--- src/rtl/tked_pkg.sv ---
// types and constants shared by the terminal key escape decoder
`default_nettype none

package tked_pkg;

  localparam int unsigned ByteW = 8;
  localparam int unsigned KindW = 4;

  localparam logic [ByteW-1:0] CH_ESC   = 8'h1B;
  localparam logic [ByteW-1:0] CH_LBR   = 8'h5B;
  localparam logic [ByteW-1:0] CH_TILDE = 8'h7E;
  localparam logic [ByteW-1:0] CH_O     = 8'h4F;
  localparam logic [ByteW-1:0] CH_0     = 8'h30;
  localparam logic [ByteW-1:0] CH_1     = 8'h31;
  localparam logic [ByteW-1:0] CH_3     = 8'h33;
  localparam logic [ByteW-1:0] CH_4     = 8'h34;
  localparam logic [ByteW-1:0] CH_5     = 8'h35;
  localparam logic [ByteW-1:0] CH_6     = 8'h36;
  localparam logic [ByteW-1:0] CH_9     = 8'h39;
  localparam logic [ByteW-1:0] CH_A     = 8'h41;
  localparam logic [ByteW-1:0] CH_B     = 8'h42;
  localparam logic [ByteW-1:0] CH_C     = 8'h43;
  localparam logic [ByteW-1:0] CH_D     = 8'h44;
  localparam logic [ByteW-1:0] CH_H     = 8'h48;
  localparam logic [ByteW-1:0] CH_F     = 8'h46;

  localparam logic CMD_BYTE    = 1'b0;
  localparam logic CMD_TIMEOUT = 1'b1;

  localparam logic [KindW-1:0] KEY_CHAR  = 4'd0;
  localparam logic [KindW-1:0] KEY_UP    = 4'd1;
  localparam logic [KindW-1:0] KEY_DOWN  = 4'd2;
  localparam logic [KindW-1:0] KEY_RIGHT = 4'd3;
  localparam logic [KindW-1:0] KEY_LEFT  = 4'd4;
  localparam logic [KindW-1:0] KEY_DEL   = 4'd5;
  localparam logic [KindW-1:0] KEY_HOME  = 4'd6;
  localparam logic [KindW-1:0] KEY_END   = 4'd7;
  localparam logic [KindW-1:0] KEY_PGUP  = 4'd8;
  localparam logic [KindW-1:0] KEY_PGDN  = 4'd9;

  typedef enum logic [3:0] {
    PH_IDLE = 4'b0001,
    PH_ESC  = 4'b0010,
    PH_SEQ  = 4'b0100,
    PH_NUM  = 4'b1000
  } phase_t;

  typedef struct packed {
    logic             emit;
    logic [KindW-1:0] kind;
    logic [ByteW-1:0] ch;
  } key_res_t;

endpackage

`default_nettype wire

--- src/rtl/terminal_key_escape_decoder_unit.sv ---
// top level of the terminal key escape decoder
//
// channel  dir  tdata            tuser         tlast
// in_      in   [7:0] rx_byte    [0] command   -
// out_     out  [7:0] char_value [3:0] key_kind -
//
// one request accepted per cycle while the result side is not stalled; a result,
// when the request yields one, passes through the input register and the result register
// around a single decode pass
// synchronous active-low reset returns the decoder to idle with nothing pending
// a stalled result holds the result register, and the input register then
// holds one more request before in_tready drops
`default_nettype none

module terminal_key_escape_decoder_unit (
  input  logic                         clk,
  input  logic                         rst_n,
  input  logic                         in_tvalid,
  output logic                         in_tready,
  input  logic [tked_pkg::ByteW-1:0]   in_tdata,   // [7:0] rx_byte
  input  logic                         in_tuser,   // [0] command
  output logic                         out_tvalid,
  input  logic                         out_tready,
  output logic [tked_pkg::ByteW-1:0]   out_tdata,  // [7:0] char_value
  output logic [tked_pkg::KindW-1:0]   out_tuser   // [3:0] key_kind
);
  import tked_pkg::*;

  logic             in_v_r, in_v_nxt;
  logic             cmd_r;
  logic [ByteW-1:0] byte_r;
  logic             adv;
  key_res_t         res;

  assign adv       = in_v_r && (!out_tvalid || out_tready);
  assign in_tready = !in_v_r || adv;

  always_comb begin
    in_v_nxt = in_v_r;
    if (in_tvalid && in_tready) begin
      in_v_nxt = 1'b1;
    end else if (adv) begin
      in_v_nxt = 1'b0;
    end
  end

  always_ff @(posedge clk) begin
    if (!rst_n) begin
      in_v_r <= 1'b0;
    end else begin
      in_v_r <= in_v_nxt;
    end
  end

  always_ff @(posedge clk) begin
    if (in_tvalid && in_tready) begin
      cmd_r  <= in_tuser;
      byte_r <= in_tdata;
    end
  end

  tked_core u_core (
    .clk     (clk),
    .rst_n   (rst_n),
    .step_en (adv),
    .cmd     (cmd_r),
    .rx_byte (byte_r),
    .res     (res)
  );

  tked_out_reg u_out (
    .clk        (clk),
    .rst_n      (rst_n),
    .load       (adv),
    .res        (res),
    .out_tready (out_tready),
    .out_tvalid (out_tvalid),
    .out_kind   (out_tuser),
    .out_ch     (out_tdata)
  );

  // named keys carry no character
  a_key_no_char: assert property (@(posedge clk) disable iff (!rst_n)
    (out_tvalid && out_tuser != KEY_CHAR) |-> out_tdata == '0)
    else $error("named key with nonzero character");

  // key code stays within the defined keys
  a_key_range: assert property (@(posedge clk) disable iff (!rst_n)
    out_tvalid |-> out_tuser <= KEY_PGDN)
    else $error("key code out of range");

  // nothing pending after reset
  a_reset_empty: assert property (@(posedge clk)
    !rst_n |=> (!out_tvalid && in_tready))
    else $error("result or request pending after reset");

  // a timeout request never yields an ordinary character other than escape
  a_timeout_esc: assert property (@(posedge clk) disable iff (!rst_n)
    (adv && cmd_r == CMD_TIMEOUT && res.emit) |-> (res.kind == KEY_CHAR && res.ch == CH_ESC))
    else $error("timeout produced something other than escape");

endmodule

`default_nettype wire

--- src/rtl/tked_core.sv ---
// sequence state and key decode for one request per cycle while step_en is high
`default_nettype none

module tked_core (
  input  logic                     clk,
  input  logic                     rst_n,
  input  logic                     step_en,
  input  logic                     cmd,
  input  logic [tked_pkg::ByteW-1:0] rx_byte,
  output tked_pkg::key_res_t       res
);
  import tked_pkg::*;

  phase_t           phase_r, phase_nxt;
  logic [ByteW-1:0] held_r, held_nxt;

  always_comb begin
    res       = '{emit: 1'b0, kind: KEY_CHAR, ch: '0};
    phase_nxt = phase_r;
    held_nxt  = held_r;
    if (cmd == CMD_TIMEOUT) begin
      if (phase_r != PH_IDLE) begin
        res       = '{emit: 1'b1, kind: KEY_CHAR, ch: CH_ESC};
        phase_nxt = PH_IDLE;
      end
    end else begin
      unique case (phase_r)
        PH_IDLE: begin
          if (rx_byte == CH_ESC) begin
            phase_nxt = PH_ESC;
          end else begin
            res = '{emit: 1'b1, kind: KEY_CHAR, ch: rx_byte};
          end
        end
        PH_ESC: begin
          held_nxt  = rx_byte;
          phase_nxt = PH_SEQ;
        end
        PH_SEQ: begin
          phase_nxt = PH_IDLE;
          res       = '{emit: 1'b1, kind: KEY_CHAR, ch: CH_ESC};
          if (held_r == CH_LBR) begin
            if (rx_byte >= CH_0 && rx_byte <= CH_9) begin
              held_nxt  = rx_byte;
              phase_nxt = PH_NUM;
              res.emit  = 1'b0;
            end else begin
              unique case (rx_byte)
                CH_A:    res = '{emit: 1'b1, kind: KEY_UP,    ch: '0};
                CH_B:    res = '{emit: 1'b1, kind: KEY_DOWN,  ch: '0};
                CH_C:    res = '{emit: 1'b1, kind: KEY_RIGHT, ch: '0};
                CH_D:    res = '{emit: 1'b1, kind: KEY_LEFT,  ch: '0};
                CH_H:    res = '{emit: 1'b1, kind: KEY_HOME,  ch: '0};
                CH_F:    res = '{emit: 1'b1, kind: KEY_END,   ch: '0};
                default: res = '{emit: 1'b1, kind: KEY_CHAR,  ch: CH_ESC};
              endcase
            end
          end else if (held_r == CH_O) begin
            if (rx_byte == CH_H) begin
              res = '{emit: 1'b1, kind: KEY_HOME, ch: '0};
            end else if (rx_byte == CH_F) begin
              res = '{emit: 1'b1, kind: KEY_END, ch: '0};
            end
          end
        end
        PH_NUM: begin
          phase_nxt = PH_IDLE;
          res       = '{emit: 1'b1, kind: KEY_CHAR, ch: CH_ESC};
          if (rx_byte == CH_TILDE) begin
            unique case (held_r)
              CH_1:    res = '{emit: 1'b1, kind: KEY_HOME, ch: '0};
              CH_3:    res = '{emit: 1'b1, kind: KEY_DEL,  ch: '0};
              CH_4:    res = '{emit: 1'b1, kind: KEY_END,  ch: '0};
              CH_5:    res = '{emit: 1'b1, kind: KEY_PGUP, ch: '0};
              CH_6:    res = '{emit: 1'b1, kind: KEY_PGDN, ch: '0};
              default: res = '{emit: 1'b1, kind: KEY_CHAR, ch: CH_ESC};
            endcase
          end
        end
        default: begin
          phase_nxt = PH_IDLE;
        end
      endcase
    end
  end

  always_ff @(posedge clk) begin
    if (!rst_n) begin
      phase_r <= PH_IDLE;
      held_r  <= '0;
    end else if (step_en) begin
      phase_r <= phase_nxt;
      held_r  <= held_nxt;
    end
  end

endmodule

`default_nettype wire

--- src/rtl/tked_out_reg.sv ---
// result register that holds a key until the downstream side takes it
`default_nettype none

module tked_out_reg (
  input  logic                       clk,
  input  logic                       rst_n,
  input  logic                       load,
  input  tked_pkg::key_res_t         res,
  input  logic                       out_tready,
  output logic                       out_tvalid,
  output logic [tked_pkg::KindW-1:0] out_kind,
  output logic [tked_pkg::ByteW-1:0] out_ch
);
  import tked_pkg::*;

  logic             out_v_r, out_v_nxt;
  logic [KindW-1:0] kind_r;
  logic [ByteW-1:0] ch_r;

  always_comb begin
    out_v_nxt = out_v_r;
    if (load) begin
      out_v_nxt = res.emit;
    end else if (out_tready) begin
      out_v_nxt = 1'b0;
    end
  end

  always_ff @(posedge clk) begin
    if (!rst_n) begin
      out_v_r <= 1'b0;
    end else begin
      out_v_r <= out_v_nxt;
    end
  end

  always_ff @(posedge clk) begin
    if (load && res.emit) begin
      kind_r <= res.kind;
      ch_r   <= res.ch;
    end
  end

  assign out_tvalid = out_v_r;
  assign out_kind   = kind_r;
  assign out_ch     = ch_r;

endmodule

`default_nettype wire
--- config.mk ---
export PLATFORM = sky130hd
export DESIGN_NAME = terminal_key_escape_decoder_unit
export DESIGN_NICKNAME = d
export VERILOG_FILES = /design/src/rtl/tked_pkg.sv /design/src/rtl/terminal_key_escape_decoder_unit.sv /design/src/rtl/tked_core.sv /design/src/rtl/tked_out_reg.sv
export SDC_FILE = /design/constraint.sdc
export NUM_CORES = 1
export LEC_CHECK = 0
export BUFFER_PORTS_ARGS = -buffer_cell sky130_fd_sc_hd__buf_2
export CAP_MARGIN = 20
export CORE_MARGIN = 2
export CORE_UTILIZATION = 59
export CTS_BUF_LIST = sky130_fd_sc_hd__clkbuf_4
export CTS_CLUSTER_SIZE = 30
export DETAILED_ROUTE_END_ITERATION = 10
export GPL_ROUTABILITY_DRIVEN = 0
export PLACE_DENSITY = 0.86
export SYNTH_ARGS = -nofsm -noshare
export SYNTH_HDL_FRONTEND = slang
export SYNTH_SLANG_ARGS = --single-unit
--- constraint.sdc ---
create_clock -name clk -period 2.7 [get_ports clk]
set_input_delay 0.675 -clock clk [delete_from_list [all_inputs] [get_ports clk]]
set_output_delay 0.675 -clock clk [all_outputs]
set_load 0.1 [all_outputs]
==> results of run 1 <==
worst max-delay path by stage:
stage / startpoint / endpoint / slack, ns
floorplan: u_out.out_tvalid$_SDFFE_PN0P_ / byte_r[0]$_DFFE_PP_ / 0.04
global placement: byte_r[5]$_DFFE_PP_ / u_out.out_tvalid$_SDFFE_PN0P_ / 0.30
detailed placement: byte_r[5]$_DFFE_PP_ / u_out.out_tvalid$_SDFFE_PN0P_ / 0.23
CTS: byte_r[5]$_DFFE_PP_ / u_out.out_tvalid$_SDFFE_PN0P_ / 0.21
global route: byte_r[5]$_DFFE_PP_ / u_out.out_tvalid$_SDFFE_PN0P_ / 0.07
finish: byte_r[5]$_DFFE_PP_ / u_out.out_tvalid$_SDFFE_PN0P_ / 0.20
cell type report:
type	instances	area (µm²)	share of cell area, %
multi-input cells	121	860	42.0
clock inverters	2	7.51	0.367
repair buffers	32	175	8.56
inverters	2	7.51	0.367
flip-flops and latches	35	911	44.5
well taps	33	41.3	2.02
clock buffers	6	45.0	2.20
power breakdown:
group          internal (mW)  total (mW)  switching [mW]  leakage [nW]
logic                 0.0295       0.103          0.0738         0.329
clock network          0.106       0.266           0.160        0.0307
registers              0.581       0.593          0.0119         0.316
total                  0.717       0.963           0.245         0.676
cell families after synthesis:
group / count (synthesis) / share of synthesized area [%]
and+or+nand+nor: 75 / 27.8
buffers and inverters: 11 / 3.28
AOI/OAI and AO/OA: 36 / 13.7
xor gates and xnor gates: 1 / 0.479
muxes: 9 / 4.92
DFF: 35 / 49.8
cells in the final DEF (no fill, tap or decap), types with 6 or more instances in the layout:
| cell | count |
|---|---|
| buf_2 | 26 |
| a31oi_1 | 6 |
| mux2i_1 | 9 |
| edfxtp_1 | 21 |
| nor2b_1 | 13 |
| nor2_1 | 7 |
| dfxtp_1 | 14 |
| nor3_1 | 6 |
| clkbuf_4 | 6 |
| buf_4 | 6 |
| a21oi_1 | 11 |
| o21ai_0 | 7 |
| nand2_1 | 8 |
| and2_1 | 7 |
sequential cells by signal, summed over array words and instances, names as in the netlist:
signal	cells
u_core.held_r	8
in_v_r	1
u_out.out_tvalid	1
cmd_r	1
u_out.out_ch	8
u_out.out_kind	4
byte_r	8
u_core.phase_r	4
layer usage:
layer / routed length [µm] / vias to the layer above / GRT usage, %
met5: 0 / - / 0
met4: 71 / 0 / 13.0
met3: 247 / 8 / 4.76
met2: 1880 / 72 / 39.4
met1: 1520 / 657 / 27.3
li1: - / 690 / -
per-stage QoR:
step,instance area (µm²),power [mW],worst slack [ns],instances
2_1_floorplan,1830,0.682,0.0372,167
3_3_place_gp,1990,0.705,0.301,223
3_5_place_dp,1990,0.708,0.226,223
4_1_cts,2050,0.971,0.215,231
5_1_grt,2050,1.00,0.0710,231
6_report,2050,0.963,0.202,231
critical path, cell delays in order (launching register included):
cell and delay, ns:
edfxtp_1 0.46, or3b_1 0.38, or4_1 0.43, and2_0 0.25, o41a_1 0.62, o21a_1 0.26
==> summary.md, run 1 <==
| Metric | Value |
|---|---|
| Status | `complete, no violations` |
| Flop-to-flop setup slack | `0.20 ns` |
| Final Util | `68.2%` |
| Max Transition Viols Final | `0` |
| Syn_area_per_cell | `11.0 µm²` |
| Reg2reg end | `u_out.out_tvalid$_SDFFE_PN0P_` |
| Total CTS buffers | `5` |
| Global-route wire length before repair | `approximately 6000 µm` |
| Crit-path max FO | `13` |
| GRT Util Overall | `about a quarter` |
| Area contributors post-synth | `edfxtp_1, dfxtp_1, mux2i_1, nor2b_1, a21oi_1` |
| Mapped Area | `between 1500 and 2000 µm²` |
| Seq/Total Area, Yosys | `between 40% and 50%` |
| Vias per cell | `6.18` |
| Max_cap viols | `0` |
| Post-CTS Resized | `0` |
| Clock latency at the later pin of the worst-skew pair | `between 0.3 and 0.4 ns` |
| Final Cycle Share | `between 90% and 100%` |
| Clk slew on worst S/H paths | `roughly 0.10 ns` |
| Initial antenna violation count | `0` |
| Worst Path Required | `2.94 ns` |
| Post-DP HPWL | `~2800 µm` |
| Max Fclk | `0.400 GHz` |
| Chip width | `about 60 µm` |
| Die footprint | `between 3000 and 4000 µm²` |
| Relative slew slack | `a little over half` |
| DRT Pass-1 Iters | `4` |
| Yosys warning count | `0` |
| Synth area leader | `edfxtp_1` |
| Area Overhead vs Synth | `11.8%` |
| Clock Sinks | `35` |
| Yosys cell types | `47` |
| Synth top area share | `roughly a third` |
| Number of global-route vias before repair | `1328` |
| FFs w/ async S/R, synth | `0%` |
| Die Ht | `just under 60 µm` |
| Post-CTS Setup Repair Bufs | `0` |
| GRT overflow | `0` |
| Slew @ Worst Pin | `approximately 0.67 ns` |
| IO Port Bufs | `26` |
| Min-delay src | `in_tuser` |
| Filler cell count | `244` |
| WP data arrival | `2.74 ns` |
| Peak VDD IR | `~280 µV` |
| Final hold slack | `~0.51 ns` |
| Worst hold stages | `1` |
| Remaining DRCs | `0` |
| Post-synth EDFFs | `21` |
| Setup CP Type | `reg2reg` |
| Wire per inst | `16.1 µm` |
| Setup crit start kind | `register` |
| CTS tree | `yes` |
| Final hold vios | `0` |
| Setup TNS | `0 ns` |
| Hold EP | `cmd_r$_DFFE_PP_` |
| Clk buf depth | `2` |
| Final setup vio count | `0` |
| Worst min path class | `in2reg` |
| Mapped Cells | `between 150 and 200` |
| H-tree depth | `2` |
| Crit. End Element | `register` |
| Hold_buf cts | `0` |
| Site Rows | `20` |
| Post-route ant nets | `0` |
| Final Skew | `roughly 0.0030 ns` |
| Post-synth top cells | `edfxtp_1, dfxtp_1, nor2b_1, a21oi_1, mux2i_1` |
| Initial core utilization | `around 60%` |
| Root Buffer | `clkbuf_4` |
| Pwr Density | `470 nW/µm²` |
| Vias | `between 1000 and 1500` |
| Core area | `roughly 3000 µm²` |
| FF+latch count, synth | `35` |
| Initial drt markers | `slightly below 60` |
| Ports | `27` |
| Clock period minus worst slack | `2.50 ns` |
| Worst r2r src | `byte_r[5]$_DFFE_PP_` |
| Antenna Cells | `0` |
| Final wirelength | `3720 µm` |
| Count leader, synth | `edfxtp_1` |
| Nets | `210` |
| Largest net degree at the start of global routing | `15` |
| Reg2Reg Depth | `5` |
| Pleak | `roughly 0.68 nW` |
| Post-Syn Nets | `between 150 and 200` |
| Main synth FF type | `edfxtp_1` |
| RSZ-0062 raised after global routing | `false` |
| Layout cell share with drive strength beyond 1 | `around 26%` |
No activity file was read; power rests on OpenSTA's default activity.
==> run 2, diff against run 1 <==
--- a/config.mk
+++ b/config.mk
@@ -15,2 +15,3 @@
 export GPL_ROUTABILITY_DRIVEN = 0
+export GPL_TIMING_DRIVEN = 0
 export PLACE_DENSITY = 0.86
==> constraint.sdc (replaced) <==
create_clock -name clk -period 2.7 [get_ports clk]
set_input_delay 0.405 -clock clk [delete_from_list [all_inputs] [get_ports clk]]
set_output_delay 0.405 -clock clk [all_outputs]
set_load 0.1 [all_outputs]
==> summary.md, run 2 (synthesis results as in run 1) <==
| Metric | Value |
|---|---|
| Setup CP Type | `reg2reg` |
| Post-DP HPWL | `2610 µm (-7.2%)` |
| Final wirelength | `3570 µm (-4.1%)` |
| Setup crit start kind | `register` |
| Final setup vio count | `0 (unchanged)` |
| Multi-input gate area | `860 µm² (unchanged)` |
| Final Cycle Share | `96.5% (+4.0 points)` |
| GRT Util Overall | `21.9% (-1.4 points)` |
| Nets | `213 (+1.4%)` |
| Peak VDD IR | `427 µV (+54%)` |
| Area Overhead vs Synth | `13.5%` |
| WP data arrival | `2.87 ns (+0.13 ns)` |
| Clk slew on worst S/H paths | `0.11 ns (about the same)` |
| Layout cell share with drive strength beyond 1 | `25.9% (+0.11 points)` |
| Initial antenna violation count | `0 (unchanged)` |
| DRT Pass-1 Iters | `4 (unchanged)` |
| Most frequent cells in the layout | `buf_2, edfxtp_1, dfxtp_1, nor2b_1, a21oi_1` |
| Worst min path class | `in2reg` |
| Crit-path max FO | `13 (unchanged)` |
| Layout Cells excl Fill | `234 (+1.3%)` |
| Core area | `3000 µm² (unchanged)` |
| RSZ-0062 raised after global routing | `false` |
| IO Port Bufs | `26 (unchanged)` |
| Cell Chain, Critical Path | `or3b_1, or4_1, and2_0, clkbuf_2, o41a_1, o21a_1` |
| Clock Sinks | `35 (unchanged)` |
| Final Skew | `0.0101 ns (+0.00707 ns)` |
| Pleak | `0.692 nW (+2.4%)` |
| Setup TNS | `0 ns (unchanged)` |
| Ports | `27 (unchanged)` |
| Filler cell count | `234 (-4.1%)` |
| Relative slew slack | `45.9% (-8.7 points)` |
| Initial drt markers | `87 (+47%)` |
| Final hold vios | `0 (unchanged)` |
| Antenna Cells | `0 (unchanged)` |
| Total CTS buffers | `5 (unchanged)` |
| Remaining DRCs | `0 (unchanged)` |
| Inst Count DP | `226 (+1.3%)` |
| Max_cap viols | `0 (unchanged)` |
| Die footprint | `3560 µm² (unchanged)` |
| Flip-flop and latch area | `911 µm² (unchanged)` |
| Crit. End Element | `register` |
| Wire per inst | `15.2 µm (-5.3%)` |
| Slowest stage delay, CP | `0.61 ns (about the same)` |
| Max Transition Viols Final | `0 (unchanged)` |
| Die Ht | `59.7 µm (unchanged)` |
| Site Rows | `20 (unchanged)` |
| Initial core utilization | `61.0% (unchanged)` |
| Post-route ant nets | `0 (unchanged)` |
| Largest net degree at the start of global routing | `14 (-1)` |
| Max Fclk | `0.384 GHz (-4.2%)` |
| Slew @ Worst Pin | `0.800 ns (+0.129 ns)` |
| Clk buf depth | `2 (unchanged)` |
| Clock latency at the later pin of the worst-skew pair | `0.36 ns (+0.03 ns)` |
| Global-route wire length before repair | `5600 µm (-7.0%)` |
| Flop-to-flop setup slack | `0.09 ns (-0.11 ns)` |
| Most common cell after layout, fill and taps aside | `buf_2` |
| Vias | `1434 (+0.49%)` |
| Hold_buf cts | `0 (unchanged)` |
| Worst path slowest cell | `o41a_1` |
| Clock period minus worst slack | `2.61 ns (+0.108 ns)` |
| Status | `complete, no violations` |
| H-tree depth | `2 (unchanged)` |
| Chip width | `59.7 µm (unchanged)` |
| Pwr Density | `511 nW/µm² (+8.7%)` |
| Vias per cell | `6.13 (-0.80%)` |
| Post-CTS Resized | `0 (unchanged)` |
| Number of global-route vias before repair | `1266 (-4.7%)` |
| CTS tree | `yes` |
| Root Buffer | `clkbuf_4` |
| Worst Path Required | `2.96 ns (+0.02 ns)` |
| Post-CTS Setup Repair Bufs | `0 (unchanged)` |
| GRT overflow | `0 (unchanged)` |
run 2: cell types whose count changed in the layout (fill, tap and decap cells not counted):
cell       change
bufinv_16      +1
buf_2          +2
buf_6          +1
clkbuf_4       -1
clkinv_2       +1
clkinv_1       -1
buf_4          -4
clkbuf_1       +3
clkbuf_2       +1
run 2: report_power, final:
group / switching [mW] / internal [mW] / total (mW)
sequential: 0.0104 / 0.581 / 0.592
clock: 0.175 / 0.190 / 0.365
combinational: 0.0760 / 0.0295 / 0.105
run 2: metrics by stage:
step / utilization [%] / hold WS [ns] / setup slack [ns] / cell area [µm²] / power (mW)
finish: 69.2 / 0.213 / 0.0936 / 2080 / 1.06
CTS: 69.2 / 0.208 / 0.121 / 2080 / 1.07
global placement: 66.7 / 0.520 / 0.149 / 2000 / 0.706
floorplan: - / 0.489 / 0.0372 / 1830 / 0.682
detailed placement: 66.7 / 0.526 / 0.136 / 2000 / 0.709
global route: 69.2 / 0.202 / 0.00838 / 2080 / 1.10
run 2: cell type report:
class,count,area share [%]
clock buffers,5,1.81
well taps,33,1.99
flip-flops and latches,35,43.8
plain buffers,9,2.53
multi-input cells,121,41.4
repair buffers,26,6.26
inverters,2,0.361
clock inverters,3,1.87
run 2: worst paths after layout:
path	startpoint	depth (start not counted)	end
worst max-delay path	byte_r[5]$_DFFE_PP_	6	u_out.out_tvalid$_SDFFE_PN0P_
worst min-delay path	in_tdata[6]	1	byte_r[6]$_DFFE_PP_
worst max register to register	byte_r[5]$_DFFE_PP_	6	u_out.out_tvalid$_SDFFE_PN0P_
worst min register to register	u_core.held_r[7]$_SDFFE_PN0P_	2	u_core.held_r[7]$_SDFFE_PN0P_
run 2: critical path, delay by kind of cell, from the launching register on:
kind,cells,cell delay (ns)
AO/OA/AOI/OAI,2,0.87
flip-flops,1,0.50
buffers and inverters,1,0.14
AND/OR/NAND/NOR,3,0.99
run 2: per-layer routing:
layer	up-vias	GRT usage, %	part of all wire [%]
li1	698	-	-
met1	654	25.0	41
met2	70	37.0	50
met3	12	5.19	5.9
met4	0	13.0	2.7
met5	-	0	0
==> run 3, diff against run 2 <==
Settings changed: CELL_PAD_IN_SITES_DETAIL_PLACEMENT set to 1, CELL_PAD_IN_SITES_GLOBAL_PLACEMENT set to 1, CORE_UTILIZATION 59 to 46, PLACE_DENSITY 0.86 to unset, PLACE_DENSITY_LB_ADDON set to 0.1.
==> summary.md, run 3 (synthesis results as in run 1) <==
| Metric | Value |
|---|---|
| Layout cell share with drive strength beyond 1 | `26.9% (+1.0 points)` |
| Chip width | `67.1 µm (+12%)` |
| Cell Chain, Critical Path | `or3b_1, or4_1, and2_0, clkbuf_2, o41a_2, o21a_1` |
| Initial core utilization | `48.9% (-12 points)` |
| Final Cycle Share | `96.4% (-0.16 points)` |
| Crit-path max FO | `13 (unchanged)` |
| Final hold vios | `0 (unchanged)` |
| Max Fclk | `0.384 GHz (+0.17%)` |
| Clock period minus worst slack | `2.60 ns (-0.00441 ns)` |
| Setup crit start kind | `register` |
| Number of global-route vias before repair | `1538 (+21%)` |
| Layout Cells excl Fill | `249 (+6.4%)` |
| IO Port Bufs | `26 (unchanged)` |
| Pwr Density | `551 nW/µm² (+7.8%)` |
| Antenna Cells | `0 (unchanged)` |
| Final hold slack | `0.233 ns (+0.0199 ns)` |
| Die Ht | `67.1 µm (+12%)` |
| Largest net degree at the start of global routing | `14 (unchanged)` |
| Max Transition Viols Final | `0 (unchanged)` |
| Most common cell after layout, fill and taps aside | `buf_2` |
| Vias | `1455 (+1.5%)` |
| Worst Path Required | `2.95 ns (about the same)` |
| Clock latency at the later pin of the worst-skew pair | `0.35 ns (about the same)` |
| Design area | `2130 µm² (+2.3%)` |
| Combinational power share | `9.2% (-0.7 points)` |
| Initial antenna violation count | `0 (unchanged)` |
| Setup TNS | `0 ns (unchanged)` |
| Core area | `3740 µm² (+25%)` |
| Sw Ratio | `23.3% (-1.3 points)` |
| Setup WS pre-CTS | `0.00374 ns (-0.132 ns)` |
| GRT Util Overall | `22.0% (+0.11 points)` |
| Vias per cell | `5.84 (-4.6%)` |
| Max_cap viols | `0 (unchanged)` |
| Total CTS buffers | `5 (unchanged)` |
| RSZ-0062 raised after global routing | `false` |
| Status | `complete, no violations` |
| Clock power frac | `40.4% (+6.0 points)` |
| Die footprint | `4500 µm² (+26%)` |
| Nets | `213 (unchanged)` |
| Worst path slowest cell | `o41a_2` |
| Final Util | `56.8% (-12 points)` |
| Global-route wire length before repair | `7250 µm (+29%)` |
| Final setup vio count | `0 (unchanged)` |
| Clock Sinks | `35 (unchanged)` |
| Dpl cell area | `2020 µm² (+0.94%)` |
| WP data arrival | `2.85 ns (-0.02 ns)` |
| Fin worst setup slack | `0.0980 ns (+0.00441 ns)` |
| Clk slew on worst S/H paths | `0.11 ns (about the same)` |
| Worst min path class | `in2reg` |
| Internal power | `0.899 mW (+12%)` |
| Remaining DRCs | `0 (unchanged)` |
| Final Skew | `0.0127 ns (+0.00264 ns)` |
| DRT Pass-1 Iters | `4 (unchanged)` |
| Post-CTS Setup Repair Bufs | `0 (unchanged)` |
| Ports | `27 (unchanged)` |
| GRT overflow | `0 (unchanged)` |
| Area Overhead vs Synth | `16.2%` |
| Hold_buf cts | `0 (unchanged)` |
| Inst Count DP | `241 (+6.6%)` |
| Most frequent cells in the layout | `buf_2, edfxtp_1, dfxtp_1, nor2b_1, a21oi_1` |
| Seq pwr share | `50.5% (-5.2 points)` |
| Crit. End Element | `register` |
| Relative slew slack | `35.2% (-11 points)` |
| Site Rows | `22 (+10%)` |
| Peak VDD IR | `310 µV (-27%)` |
| Setup CP Type | `reg2reg` |
| Wire per inst | `17.3 µm (+14%)` |
| Clk buf depth | `2 (unchanged)` |
| Final wirelength | `4310 µm (+21%)` |
| Total Power | `1.17 mW (+10%)` |
| Initial drt markers | `99 (+14%)` |
| CTS tree | `yes` |
| Slew @ Worst Pin | `0.970 ns (+0.170 ns)` |
| Post-DP HPWL | `3220 µm (+23%)` |
| P_sw | `0.273 mW (+4.7%)` |
| Root Buffer | `clkbuf_4` |
| Slowest stage delay, CP | `0.62 ns (about the same)` |
| Post-route ant nets | `0 (unchanged)` |
| Pleak | `0.702 nW (+1.5%)` |
| H-tree depth | `2 (unchanged)` |
==> run 3: cell types whose count changed in the layout (fill, tap and decap cells not counted), sizes merged <==
cell	delta
bufinv	+1
clkinv	-2
clkinvlp	+1
==> run 3: what timing repair did <==
| action | CTS | global route |
|---|---|---|
| gates resized for setup | 1 | 0 |
| setup endpoints to repair | 1 | 0 |
| hold endpoints to repair | 0 | 0 |
==> run 3: layout make-up <==
class | instances | area [µm²]
Fill cell | 432 | 1620
Sequential cell | 35 | 911
Multi-Input combinational cell | 121 | 861
Timing Repair Buffer | 26 | 130
Clock inverter | 3 | 67.6
Tap cell | 48 | 60.1
Buffer | 9 | 52.6
Clock buffer | 5 | 37.5
Inverter | 2 | 7.51
==> run 3: metal layers <==
| layer | track usage (%) | part of all wire (%) | vias up |
|---|---|---|---|
| met1 | 24.7 | 44 | 717 |
| met3 | 5.57 | 2.7 | 9 |
| met4 | 7.91 | 2.0 | 0 |
| met5 | 0 | 0 | - |
| met2 | 39.7 | 52 | 29 |
| li1 | - | - | 700 |
==> run 3: path summary, 6_finish.rpt <==
kind | start | end | slack, ns | cells after the start
setup / recovery | byte_r[5]$_DFFE_PP_ | u_out.out_tvalid$_SDFFE_PN0P_ | 0.1 | 6
hold / removal | in_tuser | cmd_r$_DFFE_PP_ | 0.23 | 1
setup reg to reg | byte_r[5]$_DFFE_PP_ | u_out.out_tvalid$_SDFFE_PN0P_ | 0.1 | 6
hold reg to reg | u_core.held_r[3]$_SDFFE_PN0P_ | u_core.held_r[3]$_SDFFE_PN0P_ | 0.55 | 2
==> run 3: worst max-delay path, delay by kind of cell, from the launching register on <==
kind,cells,cell delay [ns]
AND/OR/NAND/NOR,3,1.02
AO/OA/AOI/OAI,2,0.85
flip-flops,1,0.49
buffers and inverters,1,0.15
==> run 3: power by group through the flow <==
stage / sequential, mW / combinational [mW] / clock [mW]
floorplan: 0.640 / 0.0420 / 0
global placement: 0.603 / 0.105 / 0
detailed placement: 0.604 / 0.108 / 0
CTS: 0.592 / 0.108 / 0.480
global route: 0.594 / 0.116 / 0.501
finish: 0.591 / 0.108 / 0.473
